==> src/hdl/gbht_ram.sv <==
`timescale 1ns / 1ps
// ----------------------------------------------------------------------------
// gbht_ram
// Simple dual-port RAM: one write port, one read port with registered data.
// ----------------------------------------------------------------------------
module gbht_ram #(
  parameter int WIDTH = 8,
  parameter int DEPTH = 16
) (
  input  logic                     clk,
  input  logic                     we,
  input  logic [$clog2(DEPTH)-1:0] waddr,
  input  logic [WIDTH-1:0]         wdata,
  input  logic [$clog2(DEPTH)-1:0] raddr,
  output logic [WIDTH-1:0]         rdata
);

  logic [WIDTH-1:0] mem [DEPTH];

  always_ff @(posedge clk) begin
    if (we) begin
      mem[waddr] <= wdata;
    end
    rdata <= mem[raddr];
  end

endmodule

==> config.mk <==
export PLATFORM = sky130hd
export DESIGN_NAME = gbht_ram
export DESIGN_NICKNAME = d
export VERILOG_FILES = /design/src/hdl/gbht_ram.sv
export SDC_FILE = /design/constraint.sdc
export NUM_CORES = 1
export LEC_CHECK = 0
export BUFFER_PORTS_ARGS = -buffer_cell sky130_fd_sc_hd__buf_2
export CORE_UTILIZATION = 60
export CTS_CLUSTER_DIAMETER = 100
export DETAILED_ROUTE_END_ITERATION = 16
export GPL_ROUTABILITY_DRIVEN = 0
export PLACE_DENSITY = 0.79
export RECOVER_POWER = 25
export SYNTH_ARGS = -nofsm -noshare
export SYNTH_HDL_FRONTEND = slang
export SYNTH_SLANG_ARGS = --single-unit
==> constraint.sdc <==
create_clock -name clk -period 2.5 [get_ports clk]
set_clock_uncertainty 0.1 [all_clocks]
set_input_delay 0.25 -clock clk [delete_from_list [all_inputs] [get_ports clk]]
set_output_delay 0.25 -clock clk [all_outputs]
set_load 0.005 [all_outputs]
# Word-level counts from Yosys, hierarchy flattened
# Memories as Yosys holds them, arrays and structs flattened. A register that Yosys moved wholly into a read port is not among the register bits.
# Cells that the tools add are included.
# totals
reg_bits	0
ramBits	128
in_bits	18
out_inout_bits	8
wordCells	3
mem_count	1
# classes
mux	2
# memory_table
memory	depth	width	rd	rd_clocked_by_memory_dff	write_ports	line_no	source
mem	16	8	1	1	1	18	logic [WIDTH-1:0] mem [DEPTH];
# op_table
operator	n
2-to-1 mux 1 bit	2

# Depth between registers and ports, before layout
# depth
ltp_word	2
mapped_depth	5
mapped_depth_nobuf	3

# Worst setup path after synthesis
# No wires, ideal clock.
# synth_timing
kind	input port to flip-flop
start	input port waddr[2]
end	memory mem[0][0], enable pin
setup_ns	0.383
arrival_ns	1.360
required_time_ns	2.017
path_slack_ns	0.657
cell_stages	2
path_buffers	0
path_cell_list	or3b_2 -> nor3_1
# synth_lines
item	line_no	source
from (decl)	12	input logic [$clog2(DEPTH)-1:0] waddr,
to (decl)	18	
# Straight into the memory's write port.

==> key figures <==
Outcome
  • Status: finished clean

Route
  • Detailed-route vias per instance: 6.38
  • Post-Route WL: 9.85 mm
  • Drt first pass iters: 5
  • Detail Route Antenna Nets: 0
  • DR WL/cell: 24.7 microns
  • DR iter-0 viols: 262
  • Drt drc: 0
  • Routed vias: roughly 2500

Setup path
  • Critical Path Slowest Stage Cell: mux4_1
  • Arrival time at the worst endpoint: 1870 ps
  • Critical Path Source: mem[4][0]$_DFFE_PP_
  • Crit-path cells: mux4_1 > a22oi_1 > nand2_1
  • Worst setup EP type: flip-flop
  • Worst Path Buf+Inv: 0
  • CP max stage delay: 570 ps
  • RR Startpoint: mem[4][0]$_DFFE_PP_
  • Worst-path maximum fanout: 1
  • Required @ worst endpoint: 2800 ps
  • Delay-heaviest family, CP: multiplexers
  • Startpoint Class: flip-flop
  • Crit Path Category: flip-flop to flip-flop

Synthesis
  • Register area share after synthesis: 77.8%
  • Synth Register Bits: 136
  • Syn Nets: 247
  • Mapped Area: 0.00515 sq mm
  • Synthesis warning total: 0
  • Syn_area_per_cell: roughly 22 sq um
  • Cells after Synth: 229
  • Distinct cells, synth: 19

GRT
  • Total global-route track usage: 24.8%
  • Largest net degree at the start of global routing: 33
  • Number of global-route vias before repair: 2458
  • GRT Residual Overflow: 0
  • Antenna violations before repair: 0
  • First-pass GRT wire length: between 10 and 15 mm

Cells and area
  • Post-route insts no fill: a little under 400
  • Diodes inserted: 0
  • Post-layout net count: between 200 and 300
  • FILL cells: 466
  • Layout cells sized above 1: about 30%
  • Fin area: 0.00604 sq mm
  • Final Util: 73.2%
  • Layout Area Growth over Synthesis: 17.4%

Clock network
  • CTS tree: yes
  • Worst skew pair latency: 520 ps
  • CTS Buffer Depth: 2
  • Hold Buf Count CTS: 0
  • Post-CTS sizing: 0
  • CTS clk-pin slew, worst paths: about 60 ps
  • Clock Tree Root: clkbuf_8
  • CTS sink cnt: 136
  • CTS H-tree lvls: 4
  • Total CTS buffers: 17
  • Post-CTS Setup Bufs: 0

Floorplan
  • Core ar.: 0.00826 sq mm
  • Cell Rows: 33
  • Die footprint: 0.00895 sq mm
  • Die width: 94.6 microns
  • I/O pins: 26
  • Initial Util: 62.3%
  • DIE HEIGHT: 94.6 microns

Job
  • Maximum Capacitance Violations: 0

Placed design
  • Dpl hpwl: 5.80 mm
  • Post-Place Cells: approximately 370
  • IO buf count: 25
  • Dpl cell area: ~0.0055 sq mm
  • Worst slack, placed: 536 ps

STA
  • Final hold viol count: 0
  • Post-route setup slack: approximately 930 ps
  • Pins Over Slew Limit: 0
  • Setup_tns: 0 ps
  • # setup viols final: 0
  • Final Critical Period: 1570 ps
  • Final worst path period share: 62.8%
  • RSZ-0062 raised after global routing: no
  • Least-Margin Pin Slew: 752 ps
  • Slew headroom: between 40 and 50%
  • Fmax: 637 MHz

Hold path
  • Hold path startpoint: wdata[1]
  • Min-Delay Path Class: input pin to flip-flop

Power
  • Max IR drop VDD: 0.584 mV
  • Cell Pwr Density: around 860 mW/mm^2
  • Leakage: 2.06 nW
## cells in the mapped netlist (all sizes together)
library cell | count | share of area (%)
or3b | 1 | 0.17
nor3 | 4 | 0.39
clkdlybuf4s25 | 3 | 0.58
nor2b | 1 | 0.12
mux4 | 32 | 15
dfxtp | 8 | 3.1
nand2 | 9 | 0.66
a22oi | 16 | 2.3
nand2b | 2 | 0.24
and2 | 1 | 0.12
edfxtp | 128 | 75
nand3b | 2 | 0.29
buf | 7 | 1.1
nor2 | 13 | 0.95
and2b | 1 | 0.15
nand3 | 1 | 0.097
## registers in the layout, indices dropped and copies added (netlist names)
register / flops
rdata: 8
mem: 128
## placed cells by master (no fill, tap or decap)
cell type and n:
nor2_1 13, a22oi_1 16, inv_8 1, nand2_1 9, clkinv_1 1, bufinv_16 2
and2_1 1, clkbuf_1 5, or3b_2 1, nand3b_1 2, and2b_1 1, buf_12 2
clkinvlp_4 2, clkinv_4 3, edfxtp_1 128, clkbuf_8 1, dfxtp_1 8, nor3_1 4
mux4_1 14, inv_6 5, nand3_1 1, clkbuf_16 16, nand2b_1 2, mux4_2 18
clkinv_2 1, buf_2 20, nor2b_1 1, buf_4 15
## per-layer routing
layer	wire length (microns)	vias up	global-route usage, %
met4	165	0	11.1
li1	-	1081	-
met5	0	-	0
met1	3990	1305	34.0
met2	4980	136	36.9
met3	718	16	8.13
## through the flow
| step | total power [mW] | hold slack [ps] |
|---|---|---|
| 2_1_floorplan | 2.74 | 249 |
| 3_3_place_gp | 2.84 | 525 |
| 3_5_place_dp | 2.85 | 528 |
| 4_1_cts | 5.23 | 5.12 |
| 5_1_grt | 5.34 | 43.9 |
| 6_report | 5.20 | 27.9 |
## cell families after synthesis
group	Yosys count	synth area share (%)
AOI/OAI and AO/OA	16	2.33
buffers and inverters	10	1.68
DFF	136	77.8
muxes	32	15.0
and+or+nand+nor	35	3.18
## path summary, 6_finish.rpt
kind / to / slack (ps) / cells after the start
min reg2reg: rdata[5]$_DFF_P_ / 570 / 3
max: rdata[0]$_DFF_P_ / 930 / 3
min: mem[14][1]$_DFFE_PP_ / 30 / 1
max reg2reg: rdata[0]$_DFF_P_ / 930 / 3
## layout make-up
class,instances,area [sq um],area share [%]
tap,105,131,2.17
timing repair buffer,42,272,4.49
clock buffer,17,414,6.85
clock inverter,15,165,2.73
sequential,136,4000,66.3
multi-input combinational,83,1060,17.5
## where the power goes
group	leakage, nW	internal, mW	switching (mW)	total, mW
clock	0.279	1.44	0.965	2.40
sequential	1.22	2.55	0.0171	2.57
combinational	0.556	0.100	0.131	0.232
(Power assumes the default switching activity.)
