[src/hdl/gbht_pkg.sv]
`timescale 1ns / 1ps
// ----------------------------------------------------------------------------
// gbht_pkg
// Shared types, codes and constants of the grid bilinear height table.
// ----------------------------------------------------------------------------
package gbht_pkg;

  localparam int DEF_MAX_POINTS      = 256;
  localparam int DEF_MAX_AXIS_VALUES = 32;

  localparam int COORD_W  = 16;
  localparam int HEIGHT_W = 24;

  // Operand widths of the multiply-divide unit.
  localparam int MD_A_W = 48;
  localparam int MD_B_W = 17;
  localparam int MD_P_W = 64;

  localparam logic signed [MD_P_W-1:0] H_MAX = 64'sd8388607;
  localparam logic signed [MD_P_W-1:0] H_MIN = -64'sd8388608;

  localparam logic [1:0] ACT_ADD   = 2'd0;
  localparam logic [1:0] ACT_CLEAR = 2'd1;
  localparam logic [1:0] ACT_QUERY = 2'd2;
  localparam logic [1:0] ACT_RANGE = 2'd3;

  localparam logic [1:0] AXIS_X = 2'd0;
  localparam logic [1:0] AXIS_Y = 2'd1;
  localparam logic [1:0] AXIS_H = 2'd2;
  localparam logic [1:0] AXIS_BAD = 2'd3;

  typedef struct packed {
    logic [1:0]                 action;
    logic signed [COORD_W-1:0]  coord_x;
    logic signed [COORD_W-1:0]  coord_y;
    logic signed [HEIGHT_W-1:0] height_in;
    logic [1:0]                 range_axis;
  } in_word_t;

  typedef struct packed {
    logic signed [HEIGHT_W-1:0] height_out;
    logic signed [HEIGHT_W-1:0] range_low;
    logic signed [HEIGHT_W-1:0] range_high;
    logic                       corner_missing;
    logic                       table_full;
    logic                       saturated;
  } out_word_t;

  typedef struct packed {
    logic signed [COORD_W-1:0]  x;
    logic signed [COORD_W-1:0]  y;
    logic signed [HEIGHT_W-1:0] h;
  } point_t;

  localparam int POINT_W = $bits(point_t);

endpackage

[src/hdl/gbht_muldiv.sv]
`timescale 1ns / 1ps
// ----------------------------------------------------------------------------
// gbht_muldiv
// Serial signed a*b/d with truncation toward zero; d is positive.
// ----------------------------------------------------------------------------
module gbht_muldiv (
  input  logic                                  clk,
  input  logic                                  rst,
  input  logic                                  start,
  input  logic signed [gbht_pkg::MD_A_W-1:0]    a,
  input  logic signed [gbht_pkg::MD_B_W-1:0]    b,
  input  logic        [gbht_pkg::MD_B_W-1:0]    d,
  output logic                                  done,
  output logic signed [gbht_pkg::MD_P_W-1:0]    q
);

  localparam int AW = gbht_pkg::MD_A_W;
  localparam int BW = gbht_pkg::MD_B_W;
  localparam int PW = gbht_pkg::MD_P_W;
  localparam int CW = $clog2(PW);

  typedef enum logic [3:0] {
    MD_IDLE = 4'b0001,
    MD_MUL  = 4'b0010,
    MD_DIV  = 4'b0100,
    MD_FIN  = 4'b1000
  } md_state_t;

  md_state_t       state;
  logic [PW-1:0]   am;
  logic [BW-1:0]   bm;
  logic [PW-1:0]   p;
  logic [BW-1:0]   rem;
  logic [BW-1:0]   dv;
  logic [CW-1:0]   cnt;
  logic            neg;

  logic [AW-1:0]   a_abs;
  logic [BW-1:0]   b_abs;
  logic [BW:0]     trial;
  logic            ge;

  assign a_abs = a[AW-1] ? AW'(-a) : AW'(a);
  assign b_abs = b[BW-1] ? BW'(-b) : BW'(b);
  assign trial = {rem, p[PW-1]};
  assign ge    = trial >= {1'b0, dv};

  always_ff @(posedge clk) begin
    if (rst) begin
      state <= MD_IDLE;
      done  <= 1'b0;
    end else begin
      done <= (state == MD_FIN);
      unique case (state)
        MD_IDLE: begin
          if (start) begin
            am    <= PW'(a_abs);
            bm    <= b_abs;
            p     <= '0;
            dv    <= d;
            neg   <= a[AW-1] ^ b[BW-1];
            cnt   <= '0;
            state <= MD_MUL;
          end
        end
        // shift-add: one multiplier bit per cycle
        MD_MUL: begin
          if (bm[0]) begin
            p <= p + am;
          end
          am  <= am << 1;
          bm  <= bm >> 1;
          if (cnt == CW'(BW - 1)) begin
            cnt   <= '0;
            rem   <= '0;
            state <= MD_DIV;
          end else begin
            cnt <= cnt + CW'(1);
          end
        end
        // restoring division: one quotient bit per cycle
        MD_DIV: begin
          rem <= ge ? BW'(trial - {1'b0, dv}) : trial[BW-1:0];
          p   <= {p[PW-2:0], ge};
          cnt <= cnt + CW'(1);
          if (cnt == CW'(PW - 1)) begin
            state <= MD_FIN;
          end
        end
        MD_FIN: begin
          q     <= neg ? -$signed(p) : $signed(p);
          state <= MD_IDLE;
        end
        default: state <= MD_IDLE;
      endcase
    end
  end

endmodule
[config.mk]
export PLATFORM = sky130hd
export DESIGN_NAME = gbht_muldiv
export DESIGN_NICKNAME = d
export VERILOG_FILES = /design/src/hdl/gbht_pkg.sv /design/src/hdl/gbht_muldiv.sv
export SDC_FILE = /design/constraint.sdc
export NUM_CORES = 1
export LEC_CHECK = 0
export ABC_AREA = 1
export BUFFER_PORTS_ARGS = -buffer_cell sky130_fd_sc_hd__buf_2
export CAP_MARGIN = 20
export CORE_MARGIN = 5
export CORE_UTILIZATION = 60
export CTS_CLUSTER_SIZE = 25
export DETAILED_ROUTE_END_ITERATION = 12
export PLACE_DENSITY = 0.79
export SYNTH_ARGS = -nofsm -noshare
export SYNTH_HDL_FRONTEND = slang
export SYNTH_SLANG_ARGS = --single-unit
[constraint.sdc]
create_clock -name clk -period 9.1 [get_ports clk]
set_input_delay 1.365 -clock clk [delete_from_list [all_inputs] [get_ports clk]]
set_output_delay 1.365 -clock clk [all_outputs]
set_load 0.05 [all_outputs]
======== Word-level counts from Yosys, hierarchy flattened ========
Cells that the tools add are included.
storage, ports and cells
  bits in read-only memories .............. 0
  memories ................................ 0
  bits in writable memories ............... 0
  latch bits .............................. 0
  register bits after elaboration ......... 255
operators by class
  magnitude comparators ................... 1
  shift-type cells ........................ 0
  muxes and demuxes ....................... 20
  equal/unequal tests ..................... 10
  bitwise logic cells ..................... 2
  reduce and logical (&&, ||, !) cells .... 10
  divide/modulo/power cells ............... 0
  multiply operators ...................... 0
  add/sub/neg operators ................... 6
operator list
  cell                   count
  $mux W64               4
  $pmux W64 S3           1
  $pmux W64 S2           1
  $mux W17               4
  $pmux W17 S2           2
  $add A64 B64 Y64       1
  $neg A64 Y64           1
  $mux W48               1
  $neg A48 Y48           1
  $ge A18 B17 Y1         1
  $pmux W6 S3            1
  $neg A17 Y17           1
  $sub A17 B17 Y17       1
  $reduce_and A3 Y1      5
  $mux W4                3
  $mux W6                2
  $pmux W4 S3            1
  $ne A2 B2 Y1 const B   4
  $add A6 B1 Y6 const B  1
  $eq A6 B5 Y1 const B   1
  $eq A6 B6 Y1 const B   1
  $eq A4 B1 Y1 const B   1
  $eq A4 B2 Y1 const B   1
  $eq A4 B3 Y1 const B   1
  other kinds (7)        8

======== Logic depth before layout (Yosys ltp) ========
  depth after elaboration ................. 4
  depth in mapped cells ................... 16
  depth with buffers taken out ............ 16

======== Least setup slack after synthesis ========
OpenSTA, ideal clock, no wires.
  path kind ............................... input to register
  from .................................... in start
  to ...................................... reg am[0], enable pin
  path slack .............................. 3.162 ns
  setup time .............................. 0.548 ns
  stages .................................. 2
  arrival time ............................ 5.391 ns
  cells stage by stage .................... nand2_1 > a21oi_1
on the way
  cells in the longest elaborated chain, start to end .. 2
RTL lines
  item                         RTL line           source
  start: declaration           gbht_muldiv.sv:9   input logic start,
  $ne A2 B2 Y1 (no line)       -
  $reduce_and A3 Y1 (no line)  -
  end signal: assignment       gbht_muldiv.sv:57  am <= PW'(a_abs);
  end signal: assignment       gbht_muldiv.sv:71  am <= am << 1;
  end: declaration             gbht_muldiv.sv:30  logic [PW-1:0] am;
No other way between the ends.
A chain may end at the register's enable or synchronous reset.

======== Worst setup path in the final report ========
  from .................................... reg state[3]
  to ...................................... reg p[53], enable pin
on the way
  cells in the longest elaborated chain, start to end .. 3
  elaborated cells on any way between the ends .. 7
RTL lines
  item                                                                 RTL line           source
  start: declaration                                                   gbht_muldiv.sv:29  md_state_t state;
  start signal: assignment                                             gbht_muldiv.sv:50  state <= MD_IDLE;
  start signal: assignment                                             gbht_muldiv.sv:63  state <= MD_MUL;
  start signal: assignment                                             gbht_muldiv.sv:76  state <= MD_DIV;
  $eq A4 B2 Y1 (tied with other cells)                                 gbht_muldiv.sv:54  unique case (state)
  $ne A2 B2 Y1 (no line) / $reduce_bool A3 Y1 (equally long branches)  -
  $reduce_and A4 Y1 (no line) (*)                                      -
  end signal: assignment                                               gbht_muldiv.sv:69  p <= p + am;
  end signal: assignment                                               gbht_muldiv.sv:84  p <= {p[PW-2:0], ge};
  end: declaration                                                     gbht_muldiv.sv:32  logic [PW-1:0] p;
Every way passes the cells marked *; elsewhere a longest branch is shown, timed or not.

==> impl_metrics.yaml <==
status:
  outcome: "finished clean"
sta:
  rsz0062_at_grt: "no"
  post-route-period-util_pct: 39.6
  maxClockFrequency_ghz: 0.277
  maxSlewHeadroom_pct: 29.4
  timing.final.hold_violations: 0
  worstMarginPinSlew_ns: 1.06
  fin_crit_ns: 3.60
  clock-skew-final_ns: 0.0221
  post-route-worst-setup-slack_ns: 5.50
  timing.final.max_slew_violations: 0
  setup_violations: 0
  tns_ns: 0
placed_design:
  routabilityCongestion: 1.01
  detailedPlacementHpwl_mm: 50.6
  dp_slack_ns: 5.55
  io_buffers: 149
  detailed_place.area_um2: 21700
detailed_routing:
  number_of_search_and_repair_iterations_in_the_first_detailed_routing_pass: 6
  detail_route.drc_violations: 0
  drt_iter0_drc: 2131
  post_drt_via_cell_ratio: 5.53
  detailroute.via_count: 20154
  detail_route.wl_per_cell_um: 17.5
  detail_route.wirelength_mm: 63.9
  antenna_left: 0
clocking:
  tritoncts.num_buffers: 29
  post-cts-setup-buffer-count: 0
  cts_htree_levels: 1
  tritoncts_clock_tree: "yes"
  clk_transition_reported_paths_ns: 0.07
  clock_insertion_delay_worst_skew_ns: 0.58
  tritoncts_num_sinks: 255
  max-clock-path-buffers: 3
  cts.hold.buffers_added: 0
  cts-resized-gates: 0
  cts_root_buffer: "clkbuf_16"
finish:
  layout_common_cells: "1038 x nand2_1, 521 x inv_1, 343 x nor2_1, 250 x edfxtp_1, 176 x nand3_1"
  fin_nets: 3344
  insertedDiodeCount: 0
  syn_to_final_growth_pct: 10.5
  design_area_um2: 22700
  layout.cells.most_common: "nand2_1"
  layout-drive-gt1-share_pct: 8.92
setup_path:
  cp_top_family: "buffers and inverters"
  worst-path-buf-inv: 5
  critical_path_startpoint_category: "flip-flop"
  critical-path-slowest-cell: "buf_4"
  crit_chain: "nor2_1 > inv_1 > nor3_4 > buf_4 > inv_2 > buf_4 > nor2_1 > nor2_4 > buf_4"
  critical_path.max_stage_delay_ns: 0.72
  path_max_fanout: 64
  worstRegToRegCells: 9
  worst-endpoint-arrival_ns: 3.81
  endpoint_kind: "flip-flop"
  most_frequent_cp_cell: "buf_4"
  rr_endpoint: "p[53]"
  reg2reg_slack_ns: 5.50
  cp_data_required_time_ns: 9.30
  timing.rr.start: "state[3]"
  worstSetupPathType: "flip-flop to flip-flop"
pwr:
  static-leakage-power_uw: 0.0112
  largest_voltage_drop_on_the_vdd_net_mv: 0.148
  powerDensity_nw_per_um2: 150
  power_uw: 3420
floorplanning:
  overall_die_area_um2: 38100
  design.core.area_um2: 33700
  core.rowCount: 67
  floorplan.initialDensity_pct: 61.0
  die_h_um: 195
  die_width_um: 195
  io-pin-count: 150
yosys:
  ys.warnings.count: 0
  syn-num-nets: 3202
  synthDistinctLibCells: 53
  flip_flop_and_latch_count_after_synthesis: 255
  postSynthCellCount: 3030
  netlist_area_um2: 20600
  ys_seq_area_share_pct: 37.0
  ys_async_sr_fraction_pct: 0
  synth_top_flop_cell: "edfxtp_1"
  synth_edf_count: 250
  syn_avg_cell_area_um2: 6.79
global_route:
  global_route.overflow_total: 0
  groute.usage.overall_pct: 32.3
  antenna_found_initial: 0
  wire_length_of_the_first_global_routing_pass_mm: 99.2
  vias_in_the_first_global_route: 18697
  pin_count_of_the_biggest_net_entering_global_routing: 80
hold_path:
  whs_endpoint: "bm[12]"
  hp-class: "flip-flop to flip-flop"
  hp-start: "bm[13]"
  hold_crit_depth: 2
job:
  cap_violations: 0
## layout make-up
class	count	area (um2)
Clock buffer	32	737
Multi-Input combinational cell	2194	10800
Clock inverter	22	253
Inverter	532	2000
Tap cell	448	561
Sequential cell	255	7610
Fill cell	3010	11000
Timing Repair Buffer	160	828
## tightest hold or removal path: stages, from the launching register on
cell	delay, ns
edfxtp_1	0.31
nand2_1	0.05
nand2_1	0.06
## how the worst max path moves through the flow
stage / start / endpoint / slack (ns) / depth (start not counted)
3_5_place_dp: rst / p[58] / 5.55 / 7
2_1_floorplan: start / am[0] / 3.16 / 2
6_report: state[3] / p[53] / 5.50 / 9
4_1_cts: state[3] / p[24] / 5.53 / 9
3_3_place_gp: state[3] / p[54] / 5.59 / 9
5_1_grt: state[3] / p[53] / 5.30 / 9
## layer usage
| layer | global-route usage (%) | part of all wire, % | vias to the layer above |
|---|---|---|---|
| met2 | 52.3 | 45 | 1018 |
| met3 | 3.95 | 10 | 97 |
| met1 | 46.7 | 43 | 9133 |
| met4 | 8.15 | 2.5 | 0 |
| met5 | 0 | 0 | - |
| li1 | - | - | 9906 |
## stage by stage
| stage | std cells | utilization, % | hold slack [ns] |
|---|---|---|---|
| 2_1_floorplan | 3030 | - | 0.495 |
| 3_3_place_gp | 3589 | 64.5 | 0.507 |
| 3_5_place_dp | 3589 | 64.5 | 0.513 |
| 4_1_cts | 3643 | 67.5 | 0.528 |
| 5_1_grt | 3643 | 67.5 | 0.558 |
| 6_report | 3643 | 67.5 | 0.525 |
## power breakdown
part	internal, uW	total [uW]	switching (uW)
registers	1370	1440	73.7
clock network	727	1220	497
logic	229	749	520
## state kept, by name, summed over array words and instances, names as in the netlist
name,count
rem,17
p,64
bm,17
state,4
neg,1
q,64
cnt,6
done,1
am,64
dv,17
## synth_stat cells, types with 4 or more instances
master	n	area share, %
nand3_2	4	0.19
o31ai_1	5	0.18
buf_1	7	0.13
nand2_2	7	0.21
dfxtp_1	5	0.49
nand3_1	176	4.3
nor3_1	43	1.0
or2_2	8	0.24
nor2_1	345	6.3
xor2_1	88	3.7
edfxtp_1	250	36
nand3b_1	11	0.40
ha_1	85	5.2
o21ai_1	16	0.39
o22ai_1	7	0.21
a21oi_1	97	2.4
clkbuf_1	21	0.38
xnor2_1	11	0.47
a31oi_1	10	0.30
o21ai_0	115	2.8
o21ai_2	7	0.30
nor2_2	22	0.67
or2_1	4	0.12
nand2_1	1038	19
a21o_1	5	0.18
inv_1	521	9.5
o21bai_1	7	0.26
buf_2	18	0.44
inv_2	8	0.15
nand4_1	48	1.5
## cells by family after synthesis
| kind of cell | after synthesis | share of synthesized area [%] |
|---|---|---|
| AND/OR/NAND/NOR | 1727 | 35.0 |
| AO/OA/AOI/OAI | 281 | 7.59 |
| buffers and inverters | 581 | 10.9 |
| XOR/XNOR | 99 | 4.22 |
| flip-flops | 255 | 37.0 |
| adder cells (fa/ha/maj) | 87 | 5.37 |
Power figures use the tool's default switching activity.
